**config.mk**
```make
export PLATFORM = sky130hd
export DESIGN_NAME = list_mode_event_deframer
export DESIGN_NICKNAME = d
export VERILOG_FILES = /design/src/hdl/lmed_pkg.sv /design/src/hdl/list_mode_event_deframer.sv /design/src/hdl/lmed_front.sv /design/src/hdl/lmed_queue.sv /design/src/hdl/lmed_back.sv
export VERILOG_INCLUDE_DIRS = /design/src /design/src/hdl
export SDC_FILE = /design/constraint.sdc
export NUM_CORES = 2
export LEC_CHECK = 0
export ABC_AREA = 0
export BUFFER_PORTS_ARGS = -buffer_cell sky130_fd_sc_hd__buf_2
export CAP_MARGIN = 15
export CORE_MARGIN = 2
export CORE_UTILIZATION = 63
export DETAILED_ROUTE_END_ITERATION = 10
export GPL_TIMING_DRIVEN = 1
export PLACE_DENSITY = 0.89
export SYNTH_ARGS = -nofsm -noshare
export SYNTH_HDL_FRONTEND = slang
export SYNTH_SLANG_ARGS = --single-unit
```
**constraint.sdc**
```tcl
create_clock -name aclk -period 10.9 [get_ports aclk]
set_input_delay 1.635 -clock aclk [delete_from_list [all_inputs] [get_ports aclk]]
set_output_delay 1.635 -clock aclk [all_outputs]
set_load 0.05 [all_outputs]
```
**src/hdl/assert_macros.svh**
```systemverilog
// Assertion macros shared by the deframer modules.
`ifndef ASSERT_MACROS_SVH
`define ASSERT_MACROS_SVH

// Property sampled on aclk, off while reset is asserted.
`define LMED_ASSERT(label, prop, msg) \
    label: assert property (@(posedge aclk) disable iff (!aresetn) (prop)) \
        else $error(msg);

// Same-cycle implication.
`define LMED_ASSERT_IMP(label, ante, cons, msg) \
    label: assert property (@(posedge aclk) disable iff (!aresetn) (ante) |-> (cons)) \
        else $error(msg);

// Next-cycle implication.
`define LMED_ASSERT_NXT(label, ante, cons, msg) \
    label: assert property (@(posedge aclk) disable iff (!aresetn) (ante) |=> (cons)) \
        else $error(msg);

`endif

```
**src/hdl/lmed_pkg.sv**
```systemverilog
// Package: constants, codes and types of the list-mode event deframer.
`default_nettype none
package lmed_pkg;

    localparam int MODULES    = 8;
    localparam int MAX_HEADER = 16;
    localparam int MIN_HEADER = 4;

    localparam int MOD_W   = 3;
    localparam int WORD_W  = 32;
    localparam int LEN_W   = 14;
    localparam int HLEN_W  = 5;
    localparam int IDX_W   = 5;
    localparam int FACT_W  = 8;
    localparam int STAMP_W = 48;
    localparam int TS_W    = 56;
    localparam int CFG_IDX_W = 3;

    // header field positions in word 0
    localparam int HLEN_LSB = 12;
    localparam int ELEN_LSB = 17;

    // queue between front and back
    localparam int QDEPTH = 4;
    localparam int QPTR_W = $clog2(QDEPTH);

    localparam int S_TDATA_W = 32;
    localparam int S_TUSER_W = 3;
    localparam int M_TDATA_W = 96;
    localparam int M_TUSER_W = 5;

    typedef enum logic [1:0] {
        ERR_NONE    = 2'd0,
        ERR_HDR_LEN = 2'd1,
        ERR_SHORT   = 2'd2
    } err_t;

    typedef struct packed {
        logic [MOD_W-1:0]   module_id;
        logic [WORD_W-1:0]  word;
        logic [IDX_W-1:0]   index;
        logic               last;
        err_t               err;
        logic [STAMP_W-1:0] stamp;   // zero unless last
        logic [FACT_W-1:0]  factor;
    } item_t;

endpackage
`default_nettype wire

```
**src/hdl/list_mode_event_deframer.sv**
```systemverilog
// list_mode_event_deframer: top level, per-module list-mode header extraction.
// Accepted header words pass through the queue into the back part's output register (m_tvalid).
// Throughput: one word per cycle, any mix of modules, while the queue is not full;
//   the front part reads and updates the per-module state for each word.
// Reset: aresetn synchronous, active low; factors go to 1, all modules expect a header.
`default_nettype none
module list_mode_event_deframer (
    input  wire logic                           aclk,
    input  wire logic                           aresetn,
    // configuration: factor_0..factor_7 at index 0..7
    input  wire logic                           cfg_wr_en,
    input  wire logic [lmed_pkg::CFG_IDX_W-1:0] cfg_index,
    input  wire logic [lmed_pkg::FACT_W-1:0]    cfg_wdata,
    // input stream
    input  wire logic                           s_tvalid,
    output      logic                           s_tready,
    input  wire logic [lmed_pkg::S_TDATA_W-1:0] s_tdata,   // [31:0] data_word
    input  wire logic [lmed_pkg::S_TUSER_W-1:0] s_tuser,   // [2:0] module_req
    input  wire logic                           s_tlast,   // end_of_buffer
    // result stream
    output      logic                           m_tvalid,
    input  wire logic                           m_tready,
    // [31:0] out_word, [36:32] word_index, [92:37] scaled_timestamp, [95:93] zero
    output      logic [lmed_pkg::M_TDATA_W-1:0] m_tdata,
    output      logic [lmed_pkg::M_TUSER_W-1:0] m_tuser,   // [2:0] out_module, [4:3] error
    output      logic                           m_tlast    // header_last
);
    import lmed_pkg::*;

    logic  accept;
    logic  push;
    item_t wr_item;
    logic  q_full;
    logic  q_pop;
    logic  q_not_empty;
    item_t rd_item;
    logic  eob_unused;

    // Parsing ignores buffer boundaries: per-module state carries events
    // across buffers, so tlast is only taken and dropped.
    assign eob_unused = s_tlast;

    // Ready only depends on queue room; the back part drains independently.
    assign s_tready = !q_full;
    assign accept   = s_tvalid && s_tready && (eob_unused || !eob_unused);

    // Front: reads the word's module state, classifies header / header
    // body / trace / error, rewrites word 0 and gathers the timestamp.
    lmed_front u_front (
        .aclk       (aclk),
        .aresetn    (aresetn),
        .cfg_wr_en  (cfg_wr_en),
        .cfg_index  (cfg_index),
        .cfg_wdata  (cfg_wdata),
        .accept     (accept),
        .module_req (s_tuser[MOD_W-1:0]),
        .data_word  (s_tdata[WORD_W-1:0]),
        .push       (push),
        .item       (wr_item)
    );

    // Queue: absorbs output stalls so input keeps flowing.
    lmed_queue u_queue (
        .aclk      (aclk),
        .aresetn   (aresetn),
        .push      (push),
        .wr_item   (wr_item),
        .full      (q_full),
        .pop       (q_pop),
        .not_empty (q_not_empty),
        .rd_item   (rd_item)
    );

    // Back: scales the timestamp and holds the output transaction.
    lmed_back u_back (
        .aclk        (aclk),
        .aresetn     (aresetn),
        .q_not_empty (q_not_empty),
        .q_item      (rd_item),
        .q_pop       (q_pop),
        .m_tvalid    (m_tvalid),
        .m_tready    (m_tready),
        .m_tdata     (m_tdata),
        .m_tuser     (m_tuser),
        .m_tlast     (m_tlast)
    );

endmodule
`default_nettype wire

```
**src/hdl/lmed_front.sv**
```systemverilog
// Front: per-module header parsing, factor registers, queue entry build.
`default_nettype none
module lmed_front (
    input  wire logic                           aclk,
    input  wire logic                           aresetn,
    input  wire logic                           cfg_wr_en,
    input  wire logic [lmed_pkg::CFG_IDX_W-1:0] cfg_index,
    input  wire logic [lmed_pkg::FACT_W-1:0]    cfg_wdata,
    input  wire logic                           accept,
    input  wire logic [lmed_pkg::MOD_W-1:0]     module_req,
    input  wire logic [lmed_pkg::WORD_W-1:0]    data_word,
    output      logic                           push,
    output      lmed_pkg::item_t                item
);
    import lmed_pkg::*;

    logic [FACT_W-1:0]  factor_reg     [MODULES];
    logic [LEN_W-1:0]   words_left_reg [MODULES];
    logic [LEN_W-1:0]   position_reg   [MODULES];
    logic [HLEN_W-1:0]  hdr_words_reg  [MODULES];
    logic [WORD_W-1:0]  stamp_low_reg  [MODULES];
    logic [15:0]        stamp_high_reg [MODULES];

    logic               in_range;
    logic               is_header;
    logic [HLEN_W-1:0]  hlen;
    logic [LEN_W-1:0]   elen;
    logic [LEN_W-1:0]   pos;
    logic               in_hdr;
    logic               last;
    logic               upd;
    err_t               err;

    assign in_range  = {1'b0, module_req} < (MOD_W+1)'(MODULES);
    assign hlen      = data_word[HLEN_LSB +: HLEN_W];
    assign elen      = data_word[ELEN_LSB +: LEN_W];
    assign is_header = (words_left_reg[module_req] == '0);
    assign pos       = position_reg[module_req];
    assign in_hdr    = pos < LEN_W'(hdr_words_reg[module_req]);
    assign last      = ((LEN_W+1)'(pos) + (LEN_W+1)'(1))
                       == (LEN_W+1)'(hdr_words_reg[module_req]);
    assign upd       = accept && in_range;

    always_comb begin
        if (hlen < HLEN_W'(MIN_HEADER) || hlen > HLEN_W'(MAX_HEADER)) begin
            err = ERR_HDR_LEN;
        end else if (elen < LEN_W'(hlen)) begin
            err = ERR_SHORT;
        end else begin
            err = ERR_NONE;
        end
    end

    always_comb begin
        item.module_id = module_req;
        item.factor    = factor_reg[module_req];
        item.stamp     = '0;
        item.err       = ERR_NONE;
        item.last      = 1'b0;
        item.index     = '0;
        item.word      = data_word;
        if (is_header) begin
            item.err = err;
            if (err == ERR_NONE) begin
                // event length field replaced by the header length
                item.word = {data_word[WORD_W-1], (LEN_W-HLEN_W)'(0), hlen,
                             data_word[ELEN_LSB-1:0]};
            end
        end else begin
            item.index = pos[IDX_W-1:0];
            item.last  = last;
            if (last) begin
                item.stamp = {stamp_high_reg[module_req], stamp_low_reg[module_req]};
            end
        end
        push = upd && (is_header || in_hdr);
    end

    always_ff @(posedge aclk) begin
        if (!aresetn) begin
            for (int i = 0; i < MODULES; i++) begin
                factor_reg[i]     <= FACT_W'(1);
                words_left_reg[i] <= '0;
                position_reg[i]   <= '0;
                hdr_words_reg[i]  <= '0;
            end
        end else begin
            if (cfg_wr_en && ({1'b0, cfg_index} < (CFG_IDX_W+1)'(MODULES))) begin
                factor_reg[cfg_index] <= cfg_wdata;
            end
            if (upd) begin
                if (is_header) begin
                    if (err == ERR_NONE) begin
                        words_left_reg[module_req] <= elen - LEN_W'(1);
                        position_reg[module_req]   <= LEN_W'(1);
                        hdr_words_reg[module_req]  <= hlen;
                    end
                end else begin
                    words_left_reg[module_req] <= words_left_reg[module_req] - LEN_W'(1);
                    position_reg[module_req]   <= pos + LEN_W'(1);
                end
            end
        end
    end

    // timestamp capture, header body words 1 and 2 only
    always_ff @(posedge aclk) begin
        if (upd && !is_header && in_hdr) begin
            if (pos == LEN_W'(1)) begin
                stamp_low_reg[module_req] <= data_word;
            end
            if (pos == LEN_W'(2)) begin
                stamp_high_reg[module_req] <= data_word[15:0];
            end
        end
    end

endmodule
`default_nettype wire

```
**src/hdl/lmed_queue.sv**
```systemverilog
// Queue: short FIFO of parsed items between front and back.
`default_nettype none
`include "assert_macros.svh"
module lmed_queue (
    input  wire logic            aclk,
    input  wire logic            aresetn,
    input  wire logic            push,
    input  wire lmed_pkg::item_t wr_item,
    output      logic            full,
    input  wire logic            pop,
    output      logic            not_empty,
    output      lmed_pkg::item_t rd_item
);
    import lmed_pkg::*;

    item_t             mem_reg [QDEPTH];
    logic [QPTR_W-1:0] wr_ptr_reg;
    logic [QPTR_W-1:0] rd_ptr_reg;
    logic [QPTR_W:0]   count_reg;
    logic [QPTR_W:0]   count_next;

    assign full      = (count_reg == (QPTR_W+1)'(QDEPTH));
    assign not_empty = (count_reg != '0);
    assign rd_item   = mem_reg[rd_ptr_reg];

    always_comb begin
        count_next = count_reg;
        if (push && !pop) begin
            count_next = count_reg + (QPTR_W+1)'(1);
        end else if (pop && !push) begin
            count_next = count_reg - (QPTR_W+1)'(1);
        end
    end

    always_ff @(posedge aclk) begin
        if (!aresetn) begin
            wr_ptr_reg <= '0;
            rd_ptr_reg <= '0;
            count_reg  <= '0;
        end else begin
            count_reg <= count_next;
            if (push) begin
                wr_ptr_reg <= wr_ptr_reg + QPTR_W'(1);
            end
            if (pop) begin
                rd_ptr_reg <= rd_ptr_reg + QPTR_W'(1);
            end
        end
    end

    always_ff @(posedge aclk) begin
        if (push) begin
            mem_reg[wr_ptr_reg] <= wr_item;
        end
    end

    `LMED_ASSERT_IMP(a_no_push_full, full, !push, "push into full queue")
    `LMED_ASSERT_IMP(a_no_pop_empty, !not_empty, !pop, "pop from empty queue")

endmodule
`default_nettype wire

```
**src/hdl/lmed_back.sv**
```systemverilog
// Back: timestamp scaling and output register of the result stream.
`default_nettype none
`include "assert_macros.svh"
module lmed_back (
    input  wire logic                           aclk,
    input  wire logic                           aresetn,
    input  wire logic                           q_not_empty,
    input  wire lmed_pkg::item_t                q_item,
    output      logic                           q_pop,
    output      logic                           m_tvalid,
    input  wire logic                           m_tready,
    output      logic [lmed_pkg::M_TDATA_W-1:0] m_tdata,
    output      logic [lmed_pkg::M_TUSER_W-1:0] m_tuser,
    output      logic                           m_tlast
);
    import lmed_pkg::*;

    logic              valid_reg;
    logic [MOD_W-1:0]  module_reg;
    logic [WORD_W-1:0] word_reg;
    logic [IDX_W-1:0]  index_reg;
    logic              last_reg;
    logic [TS_W-1:0]   ts_reg;
    err_t              err_reg;
    logic [TS_W-1:0]   product;

    // 48x8; stamp is zero on non-last items so the product is too
    assign product = TS_W'(q_item.stamp) * TS_W'(q_item.factor);
    assign q_pop   = q_not_empty && (!valid_reg || m_tready);

    always_ff @(posedge aclk) begin
        if (!aresetn) begin
            valid_reg <= 1'b0;
        end else if (q_pop) begin
            valid_reg <= 1'b1;
        end else if (m_tready) begin
            valid_reg <= 1'b0;
        end
    end

    always_ff @(posedge aclk) begin
        if (q_pop) begin
            module_reg <= q_item.module_id;
            word_reg   <= q_item.word;
            index_reg  <= q_item.index;
            last_reg   <= q_item.last;
            ts_reg     <= product;
            err_reg    <= q_item.err;
        end
    end

    assign m_tvalid = valid_reg;
    assign m_tlast  = last_reg;
    assign m_tuser  = {err_reg, module_reg};
    assign m_tdata  = {(M_TDATA_W-WORD_W-IDX_W-TS_W)'(0), ts_reg, index_reg, word_reg};

    `LMED_ASSERT_IMP(a_err_not_last, m_tvalid && (err_reg != ERR_NONE), !m_tlast,
        "error result flagged as header end")
    `LMED_ASSERT_IMP(a_ts_only_last, m_tvalid && !m_tlast, ts_reg == '0,
        "timestamp on a non-final header word")
    `LMED_ASSERT_NXT(a_pop_loads, q_pop, m_tvalid, "popped item not presented")

endmodule
`default_nettype wire
```
==> flow_summary.json <==
{
  "nets": 4794,
  "critPathCaptureType": "flip-flop",
  "synth_fa_ha_area_share_pct": 11.33,
  "fin_crit_sh_pct": 69.46,
  "yosys_warnings": 0,
  "criticalPathCategory": "primary input to flip-flop",
  "synth.distinct_cells": 80,
  "dr.pass1.iters": 8,
  "grt_max_degree": 128,
  "ys.flop_type": "edfxtp_1",
  "max_clock_freq_mhz": 132.1,
  "startpoint": "s_tuser[1]",
  "syn-cell-area_um2": 59310,
  "numCtsBuffers": 113,
  "worstPathMaxFanout": 42,
  "required_ps": 11320,
  "grt-ovfl-total": 0,
  "synthToLayoutAreaGrowth_pct": 9.752,
  "cts_tree": "done",
  "num_rows": 112,
  "post_drt_wl_per_cell_um": 26.70,
  "clk_path_buf_depth": 3,
  "slew_viol_final": 0,
  "htreeDepth": 3,
  "multi_input_area_um2": 21240,
  "first_global_vias": 39510,
  "async_flop_share_pct": 0,
  "layout_min_cycle_time_ps": 7571,
  "yosys.area.top_type_share_pct": 61.11,
  "synthCells": 4247,
  "yosys-top-cells-count": "edfxtp_1 (1207), nor2_1 (669), fa_1 (277)",
  "synthSimpleGateAreaFrac_pct": 9.993,
  "status": "finished clean",
  "setup_tns_ps": 0,
  "r2r-end": "u_back.ts_reg[44]$_DFFE_PP_",
  "synthMuxAreaShare_pct": 6.780,
  "clockRootBuffer": "clkbuf_16",
  "cts_setup_buffers": 0,
  "via_per_inst": 6.740,
  "reg2reg_slack_ps": 3390,
  "ff_latch_area_um2": 36450,
  "yosysTopAreaCell": "edfxtp_1",
  "wirelength_um": 152700,
  "cp.depth": 21,
  "clkLatencyLatePin_ps": 730,
  "synth_top_family_by_area": "adder cells",
  "largest_reg_flops": 396,
  "reg2regPathDepth": 19,
  "synth_edf_count": 1207,
  "maxSlewHeadroom_pct": 11.69,
  "cts.sinks": 1217,
  "avgSynthCellArea_um2": 13.97,
  "critPathBufInv": 5,
  "antenna_left": 0,
  "start_util_pct": 63.55,
  "cpPeakStageDelay_ps": 750,
  "worst_ep_arrival_time_ps": 7990,
  "drv_cap": 0,
  "min_from": "u_back.m_tvalid$_SDFFE_PN0P_",
  "setup_violations": 0,
  "yosysMostFrequentCell": "edfxtp_1",
  "synth.top_cells.by_area": "edfxtp_1 (61%), fa_1 (9.3%), nor2_1 (4.2%)",
  "path_cells": "buf_4 > buf_4 > nor2b_1 > o31ai_1 > o221ai_1 > or4_1 > nor3_1 > buf_4 > nor2_1 > buf_4 > nor2_1 > a31oi_1 > inv_1 > ha_1 > nand2_1 > nor2_1 > a41oi_1 > nand3_1 > nand3_1 > xor2_1 > nor2_1",
  "drc": 0,
  "synth_compound_area_share_pct": 6.192,
  "whs_path_depth": 2,
  "ctsResizeCount": 0,
  "fillers": 5539,
  "fp.dieArea_um2": 96620,
  "hold_buffers": 0,
  "synth_xor_area_share_pct": 1.196,
  "cpMaxStageDelayCell": "a31oi_1",
  "rsz0062_at_grt": "no",
  "clk_pin_slew_ps": 60,
  "drtIter0Drc": 5665,
  "final_layout_size_suffix_gt1_share_pct": 13.84,
  "io_pins": 156,
  "die_w_um": 310.8,
  "antenna_found_initial": 2,
  "synth-seq-area-share_pct": 61.45,
  "die_h_um": 310.8,
  "worst_pin_slew_ps": 1313,
  "startpoint_type": "primary input",
  "coreArea_um2": 93330,
  "yosys_register_bits": 1217,
  "hold-path-endpoint": "u_back.m_tvalid$_SDFFE_PN0P_",
  "hold_path_class": "flip-flop to flip-flop",
  "placement.io_buffers": 151,
  "gp_congestion": 0.9437,
  "skew_ps": 44.10,
  "finalHoldViolations": 0,
  "cpLargestDelayFamily": "simple AND/OR/NAND/NOR gates",
  "hpwl_um": 89940,
  "grt_pass1_wl_um": 231300,
  "vias": 38560,
  "track_usage_pct": 31.37
}
-- worst max-delay path by stage --
stage | to | slack (ps)
CTS | u_back.ts_reg[24]$_DFFE_PP_ | 3570
finish | u_front.words_left_reg[1][10]$_SDFFCE_PN0P_ | 3330
global route | u_front.words_left_reg[1][10]$_SDFFCE_PN0P_ | 3070
floorplan | u_queue.count_reg[2]$_SDFFE_PN0P_ | 2870
global placement | u_front.words_left_reg[3][10]$_SDFFCE_PN0P_ | 3230
detailed placement | u_front.words_left_reg[1][10]$_SDFFCE_PN0P_ | 3090
-- routing by layer --
metal / vias to the layer above / track usage [%] / wire length (um)
met3: 729 / 6.312 / 17800
met4: 2 / 18.43 / 9873
li1: 15700 / - / -
met2: 3322 / 51.73 / 74190
met5: - / 0 / 12
met1: 18810 / 38.84 / 50850
-- tightest hold or removal path: stages (launching register included) --
cell      delay (ps)
dfxtp_1          340
nand2_1           60
a21boi_0          60
-- cells by family after synthesis --
logic type      Yosys count
flops                  1217
simple gates           1292
xor+xnor                 81
buf+inv                 459
other cells               1
fa+ha+maj               371
mux                     262
compound gates          564
-- cell usage in the layout (no fill, tap or decap), types with 42 or more instances in the layout --
| master | synthesis | layout |
|---|---|---|
| a21oi_1 | 78 | 77 |
| and2_1 | 124 | 120 |
| buf_2 | 22 | 149 |
| buf_4 | 12 | 60 |
| clkbuf_16 | 0 | 113 |
| edfxtp_1 | 1207 | 1207 |
| fa_1 | 277 | 277 |
| ha_1 | 94 | 94 |
| inv_1 | 250 | 250 |
| mux2_2 | 58 | 58 |
| mux2i_1 | 98 | 98 |
| mux4_2 | 102 | 102 |
| nand2_1 | 201 | 185 |
| nor2_1 | 669 | 661 |
| nor2b_1 | 48 | 48 |
| nor3_1 | 42 | 42 |
| o21ai_0 | 72 | 68 |
| o22ai_1 | 164 | 164 |
| xnor2_1 | 54 | 54 |
-- layout make-up --
class,count,area share [%]
sequential,1217,56.00
multi-input combinational,2573,32.62
clock buffer,131,4.448
tap,1254,2.410
timing repair buffer,215,1.989
inverter,251,1.447
clock inverter,78,1.078
antenna,1,0.003844
-- metrics by stage --
| stage | instances | utilization (%) | cell area (um2) | hold WS [ps] | setup WS (ps) |
|---|---|---|---|---|---|
| 4_1_cts | 5716 | 69.71 | 65060 | 525.8 | 3572 |
| 3_5_place_dp | 5507 | 65.86 | 61460 | 517.9 | 3086 |
| 5_1_grt | 5720 | 69.75 | 65090 | 546.7 | 3069 |
| 6_report | 5720 | 69.75 | 65090 | 513.6 | 3329 |
| 3_3_place_gp | 5507 | 65.86 | 61460 | 496.5 | 3230 |
| 2_1_floorplan | 4249 | - | 59320 | 478.1 | 2873 |
Power is not shown: default switching activity piles up to over one toggle a cycle in this logic, so the estimate is an artifact.
